[config.mk]
export PLATFORM = sky130hd
export DESIGN_NAME = load_current_duty_regulator
export DESIGN_NICKNAME = d
export VERILOG_FILES = /design/src/design/ldr_pkg.sv /design/src/design/ldr_sched.sv /design/src/design/ldr_regulate.sv /design/src/design/load_current_duty_regulator.sv
export SDC_FILE = /design/constraint.sdc
export NUM_CORES = 1
export LEC_CHECK = 0
export ABC_AREA = 1
export CORE_MARGIN = 8
export CORE_UTILIZATION = 55
export DETAILED_ROUTE_END_ITERATION = 10
export DONT_BUFFER_PORTS = 1
export MAX_ROUTING_LAYER = met4
export PLACE_DENSITY = 0.73
export SLEW_MARGIN = 25
export SYNTH_ARGS = -nofsm -noshare
export SYNTH_HDL_FRONTEND = slang
export SYNTH_SLANG_ARGS = --single-unit
[constraint.sdc]
create_clock -name clk -period 5.6 [get_ports clk]
set_clock_uncertainty 0.1 [all_clocks]
set_input_delay 1.12 -clock clk [delete_from_list [all_inputs] [get_ports clk]]
set_output_delay 1.12 -clock clk [all_outputs]
set_load 0.02 [all_outputs]
[src/design/ldr_pkg.sv]
// Shared types, constants and lookup functions of the load current duty regulator.
package ldr_pkg;

  localparam int unsigned SAMPLE_W = 16;
  localparam int unsigned RATIO_W  = 16;
  localparam int unsigned LED_W    = 3;
  localparam int unsigned MODE_W   = 4;
  localparam int unsigned DBAND_W  = 10;
  localparam int unsigned STEP_W   = 8;
  localparam int unsigned TICK_W   = 10;
  localparam int unsigned CFG_IDX_W = 2;
  localparam int unsigned CFG_DAT_W = 10;

  // Register indexes of the configuration port.
  localparam logic [CFG_IDX_W-1:0] CFG_MODE     = 2'd0;
  localparam logic [CFG_IDX_W-1:0] CFG_DEADBAND = 2'd1;
  localparam logic [CFG_IDX_W-1:0] CFG_STEP     = 2'd2;

  // Mode codes.
  localparam logic [MODE_W-1:0] MODE_SCHED_1     = 4'd1;
  localparam logic [MODE_W-1:0] MODE_SCHED_2     = 4'd2;
  localparam logic [MODE_W-1:0] MODE_SCHED_3     = 4'd3;
  localparam logic [MODE_W-1:0] MODE_CONST_FIRST = 4'd4;
  localparam logic [MODE_W-1:0] MODE_CONST_LAST  = 4'd12;

  localparam logic [MODE_W-1:0]  MODE_RESET     = 4'd0;
  localparam logic [DBAND_W-1:0] DEADBAND_RESET = 10'd2;
  localparam logic [STEP_W-1:0]  STEP_RESET     = 8'd1;

  localparam logic [TICK_W-1:0] SCHED_LEN = 10'd600;

  localparam logic [RATIO_W-1:0] RATIO_OFF = 16'hFFFF;
  localparam logic [RATIO_W-1:0] TX_TARGET = 16'h4480;
  localparam logic [RATIO_W-1:0] RX_TARGET = 16'h0B50;
  localparam logic [RATIO_W-1:0] SB_TARGET = 16'h0B50;
  localparam logic [RATIO_W-1:0] TX_START  = 16'h1DFF;
  localparam logic [RATIO_W-1:0] RX_START  = 16'h2DFF;
  localparam logic [RATIO_W-1:0] SB_START  = 16'h32FF;

  localparam logic [LED_W-1:0] LED_DARK   = 3'd0;
  localparam logic [LED_W-1:0] LED_WHITE  = 3'd7;
  localparam logic [LED_W-1:0] LED_PURPLE = 3'd5;
  localparam logic [LED_W-1:0] LED_RED    = 3'd4;
  localparam logic [LED_W-1:0] LED_BLUE   = 3'd1;

  typedef enum logic [1:0] {
    ACT_OFF,
    ACT_REG,
    ACT_WRAP
  } ldr_action_t;

  // What the schedule decoder hands to the regulator for one word.
  typedef struct packed {
    ldr_action_t        action;
    logic [RATIO_W-1:0] target;
    logic [RATIO_W-1:0] start;
    logic [LED_W-1:0]   led;
    logic               phase_start;
  } ldr_sel_t;

  function automatic logic [RATIO_W-1:0] const_start(input logic [MODE_W-1:0] mode);
    logic [RATIO_W-1:0] v;
    case (mode)
      4'd4:    v = 16'h32FF;
      4'd5:    v = 16'h2DFF;
      4'd6:    v = 16'h225F;
      4'd7:    v = 16'h220F;
      4'd8:    v = 16'h225F;
      4'd9:    v = 16'h1FFF;
      4'd10:   v = 16'h1DFF;
      4'd11:   v = 16'h1A9F;
      4'd12:   v = 16'h1907;
      default: v = RATIO_OFF;
    endcase
    return v;
  endfunction

  function automatic logic [RATIO_W-1:0] const_target(input logic [MODE_W-1:0] mode);
    logic [RATIO_W-1:0] v;
    case (mode)
      4'd4:    v = 16'h04D0;
      4'd5:    v = 16'h0B50;
      4'd6:    v = 16'h1610;
      4'd7:    v = 16'h1FC0;
      4'd8:    v = 16'h3060;
      4'd9:    v = 16'h4300;
      4'd10:   v = 16'h5E00;
      4'd11:   v = 16'h7340;
      4'd12:   v = 16'h8C00;
      default: v = RATIO_OFF;
    endcase
    return v;
  endfunction

  function automatic logic [LED_W-1:0] const_led(input logic [MODE_W-1:0] mode);
    logic [LED_W-1:0] v;
    case (mode)
      4'd4, 4'd5, 4'd6:   v = LED_BLUE;
      4'd7, 4'd8, 4'd9:   v = LED_PURPLE;
      4'd10, 4'd11, 4'd12: v = LED_WHITE;
      default:            v = LED_DARK;
    endcase
    return v;
  endfunction

endpackage

[src/design/ldr_sched.sv]
// Schedule decoder: picks phase, target, start ratio and LED color for the current tick.
module ldr_sched (
  input  logic [ldr_pkg::MODE_W-1:0] mode,
  input  logic [ldr_pkg::TICK_W-1:0] tick_count,
  input  logic                       phase_start,
  output ldr_pkg::ldr_sel_t          sel,
  output logic [ldr_pkg::TICK_W-1:0] tick_nxt
);
  import ldr_pkg::*;

  logic [TICK_W-1:0] rx_begin;
  logic [TICK_W-1:0] sb_begin;
  logic [TICK_W-1:0] tick_inc;

  assign tick_inc = TICK_W'(tick_count + 10'd1);

  always_comb begin
    case (mode)
      MODE_SCHED_1: begin
        rx_begin = 10'd60;
        sb_begin = 10'd120;
      end
      MODE_SCHED_2: begin
        rx_begin = 10'd30;
        sb_begin = 10'd60;
      end
      default: begin
        rx_begin = 10'd30;
        sb_begin = 10'd300;
      end
    endcase
  end

  always_comb begin
    sel.action      = ACT_OFF;
    sel.target      = TX_TARGET;
    sel.start       = TX_START;
    sel.led         = LED_DARK;
    sel.phase_start = phase_start;
    tick_nxt        = tick_count;
    if (mode inside {[MODE_SCHED_1:MODE_SCHED_3]}) begin
      sel.action = ACT_REG;
      tick_nxt   = tick_inc;
      if (tick_count < rx_begin) begin
        sel.led = (mode == MODE_SCHED_1) ? LED_WHITE : LED_RED;
      end else if (tick_count < sb_begin) begin
        sel.target = RX_TARGET;
        sel.start  = RX_START;
        sel.led    = LED_PURPLE;
        if (tick_count == rx_begin) begin
          sel.phase_start = 1'b1;
        end
      end else if (tick_count < SCHED_LEN) begin
        sel.target = SB_TARGET;
        sel.start  = SB_START;
        sel.led    = LED_BLUE;
        if (tick_count == sb_begin) begin
          sel.phase_start = 1'b1;
        end
      end else begin
        sel.action = ACT_WRAP;
        tick_nxt   = '0;
      end
    end else if (mode inside {[MODE_CONST_FIRST:MODE_CONST_LAST]}) begin
      sel.action = ACT_REG;
      sel.target = const_target(mode);
      sel.start  = const_start(mode);
      sel.led    = const_led(mode);
    end
  end

endmodule

[src/design/ldr_regulate.sv]
// Ratio regulator: loads the start ratio or steps the ratio around the deadband.
module ldr_regulate (
  input  ldr_pkg::ldr_sel_t           sel,
  input  logic [ldr_pkg::SAMPLE_W-1:0] sample,
  input  logic [ldr_pkg::DBAND_W-1:0]  deadband,
  input  logic [ldr_pkg::STEP_W-1:0]   step,
  input  logic [ldr_pkg::RATIO_W-1:0]  ratio,
  input  logic                         phase_start,
  output logic [ldr_pkg::RATIO_W-1:0]  ratio_nxt,
  output logic                         phase_nxt
);
  import ldr_pkg::*;

  logic [RATIO_W:0]   upper;
  logic [RATIO_W-1:0] lower;
  logic [RATIO_W-1:0] dband_ext;
  logic [RATIO_W-1:0] step_ext;
  logic               above;
  logic               below;

  assign dband_ext = RATIO_W'(deadband);
  assign step_ext  = RATIO_W'(step);
  assign upper     = {1'b0, sel.target} + {1'b0, dband_ext};
  assign lower     = sel.target - dband_ext;
  assign above     = {1'b0, sample} > upper;
  // With the deadband above the target the lower bound is negative.
  assign below     = (sel.target >= dband_ext) && (sample < lower);

  always_comb begin
    ratio_nxt = ratio;
    phase_nxt = phase_start;
    case (sel.action)
      ACT_OFF: begin
        ratio_nxt = RATIO_OFF;
      end
      ACT_WRAP: begin
        phase_nxt = 1'b1;
      end
      ACT_REG: begin
        phase_nxt = 1'b0;
        if (sel.phase_start) begin
          ratio_nxt = sel.start;
        end else if (above) begin
          ratio_nxt = RATIO_W'(ratio + step_ext);
        end else if (below) begin
          ratio_nxt = RATIO_W'(ratio - step_ext);
        end
      end
      default: begin
        ratio_nxt = ratio;
      end
    endcase
  end

endmodule

[src/design/load_current_duty_regulator.sv]
// Top level of the load current duty regulator: registers, handshakes and datapath.
//
// One current-sample word goes in per tick and one result word (PWM ratio and
// LED color) comes out for each. The block is a two-register pipeline: an
// input register holds the accepted sample, and a single pass of logic (the
// schedule decoder, a 17-bit and a 16-bit compare, one 16-bit add or subtract)
// updates the tick counter, phase flag and ratio while writing the result
// register. It accepts a word in every cycle while in_stall is low; each word
// passes the input register, then the result register, and back-to-back words
// stream at one per cycle as long as the output side does not stall. When the
// output is stalled, one result waits in the output register and one sample
// waits in the input register before in_stall rises. Modes 1 to 3 run a
// 600-tick transmit, receive and standby schedule; modes 4 to 12 regulate to
// a fixed target; other modes force the ratio to 0xFFFF. Configuration writes
// take effect at once and are meant to happen only while no word is in flight.
module load_current_duty_regulator (
  input  logic                            clk,
  input  logic                            rst_n,
  input  logic                            in_valid,
  output logic                            in_stall,
  input  logic [ldr_pkg::SAMPLE_W-1:0]    in_current_sample,
  output logic                            out_valid,
  input  logic                            out_stall,
  output logic [ldr_pkg::RATIO_W-1:0]     out_pwm_ratio,
  output logic [ldr_pkg::LED_W-1:0]       out_led_rgb,
  input  logic                            cfg_we,
  input  logic [ldr_pkg::CFG_IDX_W-1:0]   cfg_index,
  input  logic [ldr_pkg::CFG_DAT_W-1:0]   cfg_wdata
);
  import ldr_pkg::*;

  // Configuration registers.
  logic [MODE_W-1:0]  mode_r;
  logic [DBAND_W-1:0] deadband_r;
  logic [STEP_W-1:0]  step_r;

  // Regulator state.
  logic [TICK_W-1:0]  tick_count_r;
  logic               phase_start_r;
  logic [RATIO_W-1:0] ratio_r;

  // Input register.
  logic                st_valid_r;
  logic [SAMPLE_W-1:0] st_sample_r;

  // Result register.
  logic               out_valid_r;
  logic [RATIO_W-1:0] out_ratio_r;
  logic [LED_W-1:0]   out_led_r;

  ldr_sel_t           sel;
  logic [TICK_W-1:0]  tick_nxt;
  logic [RATIO_W-1:0] ratio_nxt;
  logic               phase_nxt;
  logic               fire;

  always_ff @(posedge clk) begin
    if (!rst_n) begin
      mode_r     <= MODE_RESET;
      deadband_r <= DEADBAND_RESET;
      step_r     <= STEP_RESET;
    end else if (cfg_we) begin
      case (cfg_index)
        CFG_MODE:     mode_r     <= cfg_wdata[MODE_W-1:0];
        CFG_DEADBAND: deadband_r <= cfg_wdata[DBAND_W-1:0];
        CFG_STEP:     step_r     <= cfg_wdata[STEP_W-1:0];
        default: begin
        end
      endcase
    end
  end

  // The held sample is processed whenever the result register is free or
  // is being emptied in this cycle.
  assign fire     = st_valid_r && (!out_valid_r || !out_stall);
  assign in_stall = st_valid_r && !fire;

  always_ff @(posedge clk) begin
    if (!rst_n) begin
      st_valid_r <= 1'b0;
    end else if (!in_stall) begin
      st_valid_r <= in_valid;
    end
  end

  always_ff @(posedge clk) begin
    if (in_valid && !in_stall) begin
      st_sample_r <= in_current_sample;
    end
  end

  ldr_sched u_sched (
    .mode        (mode_r),
    .tick_count  (tick_count_r),
    .phase_start (phase_start_r),
    .sel         (sel),
    .tick_nxt    (tick_nxt)
  );

  ldr_regulate u_regulate (
    .sel         (sel),
    .sample      (st_sample_r),
    .deadband    (deadband_r),
    .step        (step_r),
    .ratio       (ratio_r),
    .phase_start (phase_start_r),
    .ratio_nxt   (ratio_nxt),
    .phase_nxt   (phase_nxt)
  );

  always_ff @(posedge clk) begin
    if (!rst_n) begin
      tick_count_r  <= '0;
      phase_start_r <= 1'b1;
      ratio_r       <= RATIO_OFF;
    end else if (fire) begin
      tick_count_r  <= tick_nxt;
      phase_start_r <= phase_nxt;
      ratio_r       <= ratio_nxt;
    end
  end

  always_ff @(posedge clk) begin
    if (!rst_n) begin
      out_valid_r <= 1'b0;
    end else if (fire) begin
      out_valid_r <= 1'b1;
    end else if (!out_stall) begin
      out_valid_r <= 1'b0;
    end
  end

  always_ff @(posedge clk) begin
    if (fire) begin
      out_ratio_r <= ratio_nxt;
      out_led_r   <= sel.led;
    end
  end

  assign out_valid     = out_valid_r;
  assign out_pwm_ratio = out_ratio_r;
  assign out_led_rgb   = out_led_r;

`ifndef SYNTH
  a_tick_bound: assert property (@(posedge clk) disable iff (!rst_n)
    tick_count_r <= SCHED_LEN)
    else $error("tick counter ran past the schedule length");

  a_stall_needs_word: assert property (@(posedge clk) disable iff (!rst_n)
    in_stall |-> (st_valid_r && out_valid_r && out_stall))
    else $error("input stalled without a blocked word");

  a_off_result: assert property (@(posedge clk) disable iff (!rst_n)
    (fire && sel.action == ACT_OFF) |=>
      (out_pwm_ratio == RATIO_OFF && out_led_rgb == LED_DARK && ratio_r == RATIO_OFF))
    else $error("off mode did not force the load off");

  a_wrap: assert property (@(posedge clk) disable iff (!rst_n)
    (fire && sel.action == ACT_WRAP) |=>
      (tick_count_r == '0 && phase_start_r && ratio_r == $past(ratio_r)))
    else $error("schedule wrap did not clear the counter and hold the ratio");

  a_result_written: assert property (@(posedge clk) disable iff (!rst_n)
    fire |=> out_valid_r)
    else $error("processed word produced no result");
`endif

endmodule
==> results.cfg <==
[run_status]
status = completed

[sta]
tightestPinTransition_ns = 0.813
slew_headroom = 0.456
fin_crit_sh = 0.945
finalSetupTns_ns = 0
final-setup-viol-count = 0
fmax_mhz = 189
slew_violations = 0
finalHoldViolCount = 0
layout_setup_ws_ns = 0.307
fin_crit_ns = 5.29

[global_routing]
grt_max_degree = 35
grt_first_pass_wirelength_um = 36300
antenna_found_initial = 0
grt_overflow = 0
grt_pass1_vias = 6990
globalRouteTotalUtil = 0.240

[yosys]
ys_ff_latch = 113
avgSynthCellArea_um2 = 7.14
synth_edf_count = 35
synth_top_area_cell = dfxtp_1
synth_common_cells = nand2_1, inv_1, a21oi_1, ha_1, dfxtp_1
syn_nets = 1293
ys.flop_type = dfxtp_1
syn_inst = 1172
yosysSeqAreaShare = 0.312
ys_top_cells_by_area = dfxtp_1, nand2_1, edfxtp_1
syn_area_um2 = 8370
yosys_warnings = 0
async_flop_share = 0
synth_cell_types = 48
synth_top_area_share = 0.187
synth.most_common_cell = nand2_1

[setup_path]
r2r_end = out_pwm_ratio[10]
required_ns = 5.63
path_common_cell = nand2_1
crit_path_start = mode_r[2]
endpoint = out_pwm_ratio[10]
crit_type = reg -> reg
slowest_delay_ns = 0.32
reg2reg_from = mode_r[2]
worstSetupStartpointType = flop
crit_path_top_delay_cell = dfxtp_1
worst_r2r_path_depth = 34
end_kind = flop
cp_max_fo = 7
r2r_slack_ns = 0.31
arrival_ns = 5.32

[final_layout]
drive_gt1_frac = 0.0978
diodes = 0
final_util = 0.625
syn_to_final_growth_pct = 12.2
nets = 1294

[cts]
max-clock-path-buffers = 2
root_buffer = clkbuf_16
tritoncts = built
clkLatencyLatePin_ns = 0.42
h-tree-depth = 4
hold_buffers = 0
clock-sinks = 113
cts.reportedPaths.clkPinSlew_ns = 0.06
numCtsBuffers = 17

[pwr]
p_per_area_nw_per_um2 = 291
p_total_w = 0.00273
leakagePower_nw = 4.23
vdd_ir_drop_max_mv = 0.242

[drt]
wirelength_um = 23300
via_count = 7783
wl_per_cell_um = 17.0
drtIter0Drc = 544
first_pass_iters = 5
vias_per_cell = 5.66
route.detailed.drc = 0
antenna_left = 0

[placed_design]
routabilityCongestion = 0.963
place_ws_ns = -0.146
io_buffer_count = 0
place_hpwl_um = 17400

[floorplanning]
row_count = 45
num_io_pins = 54
die_area_um2 = 19400
fp.dieH_um = 139
die_w_um = 139
initial_utilization = 0.557
core_area_um2 = 15000

[worst_hold_path]
hp-class = reg -> reg

[run]
drv_cap = 0
[power breakdown]
| group | leakage, nW | switching, W | internal, W |
|---|---|---|---|
| clock | 0.282 | 0.000400 | 0.000643 |
| sequential | 0.955 | 0.0000419 | 0.000893 |
| combinational | 2.99 | 0.000487 | 0.000269 |
| total | 4.23 | 0.000929 | 0.00181 |
[repair_timing]
action                                  CTS  global route
endpoints found under the hold margin     0             0
endpoints found under the setup margin   32            32
cloned                                    0             5
buffers inserted                          1             5
resized for setup                         3            51
pin swaps                                 0             8
[through the flow]
step	hold WS (ns)	cells	area, µm²
3_5_place_dp	0.371	1331	8510
3_3_place_gp	0.356	1331	8510
6_report	0.380	1374	9390
5_1_grt	0.410	1374	9390
2_1_floorplan	0.340	1172	8370
4_1_cts	0.381	1364	9100
[routing by layer]
metal | GRT usage | vias up | wire length (µm) | part of all wire
li1 | - | 3886 | - | -
met1 | 0.301 | 3620 | 10300 | 0.44
met4 | 0.0728 | 0 | 415 | 0.018
met5 | - | - | 0 | 0
met3 | 0.0496 | 30 | 1530 | 0.065
met2 | 0.381 | 247 | 11100 | 0.48
[cell type report]
type,instances,area (µm²)
Multi-Input combinational cell,877,5270
Fill cell,1349,5640
Clock buffer,21,504
Sequential cell,113,2610
Tap cell,188,235
Timing Repair Buffer,18,148
Inverter,146,548
Clock inverter,11,73.8
[how the worst min path moves through the flow]
stage / from / to / slack, ns / cells after the start
after floorplan: phase_start_r / phase_start_r / 0.34 / 2
after global placement: phase_start_r / phase_start_r / 0.36 / 2
after detailed placement: phase_start_r / phase_start_r / 0.37 / 2
after CTS: phase_start_r / phase_start_r / 0.38 / 2
after global routing: deadband_r[7] / deadband_r[7] / 0.41 / 2
final: phase_start_r / phase_start_r / 0.38 / 2
[cell usage in the layout (no fill, tap or decap), types with 3 or more instances in the layout]
| cell | count |
|---|---|
| clkbuf_16 | 20 |
| nor3_2 | 5 |
| nor2_1 | 67 |
| a21boi_1 | 11 |
| a211oi_1 | 4 |
| o21ai_1 | 4 |
| buf_4 | 14 |
| nand3_1 | 65 |
| or2_2 | 6 |
| xnor2_1 | 3 |
| nor4_1 | 3 |
| inv_1 | 137 |
| o21ai_2 | 3 |
| ha_1 | 80 |
| edfxtp_1 | 35 |
| nand3_4 | 5 |
| o21ai_0 | 54 |
| o21bai_1 | 6 |
| a21oi_2 | 4 |
| nand2_2 | 13 |
| nand4_1 | 40 |
| a21oi_1 | 76 |
| fa_1 | 4 |
| dfxtp_1 | 78 |
| nor3_1 | 24 |
| nand2_1 | 312 |
| a21oi_4 | 4 |
| o211ai_1 | 6 |
| clkinv_2 | 4 |
| xor2_1 | 42 |
| a21boi_0 | 4 |
| inv_2 | 8 |
[kinds of logic (layout without fill, tap and decap cells)]
group                    after synthesis  after routing  share of synthesized area
AND/OR/NAND/NOR                      549            552                      0.288
AO/OA/AOI/OAI                        192            192                      0.131
buffers and inverters                185            196                     0.0869
flip-flops                           113            113                      0.312
adder cells (fa/ha/maj)               88             88                      0.135
XOR/XNOR                              45             45                     0.0471
[critical path, delay by kind of cell, from the launching register on]
family,cells,cell delay (ns)
flip-flops,1,0.32
AO/OA/AOI/OAI,9,1.35
AND/OR/NAND/NOR,16,1.61
XOR/XNOR,1,0.16
adder cells (fa/ha/maj),3,0.82
buffers and inverters,5,0.61
No activity file was read; power rests on OpenSTA's default activity.
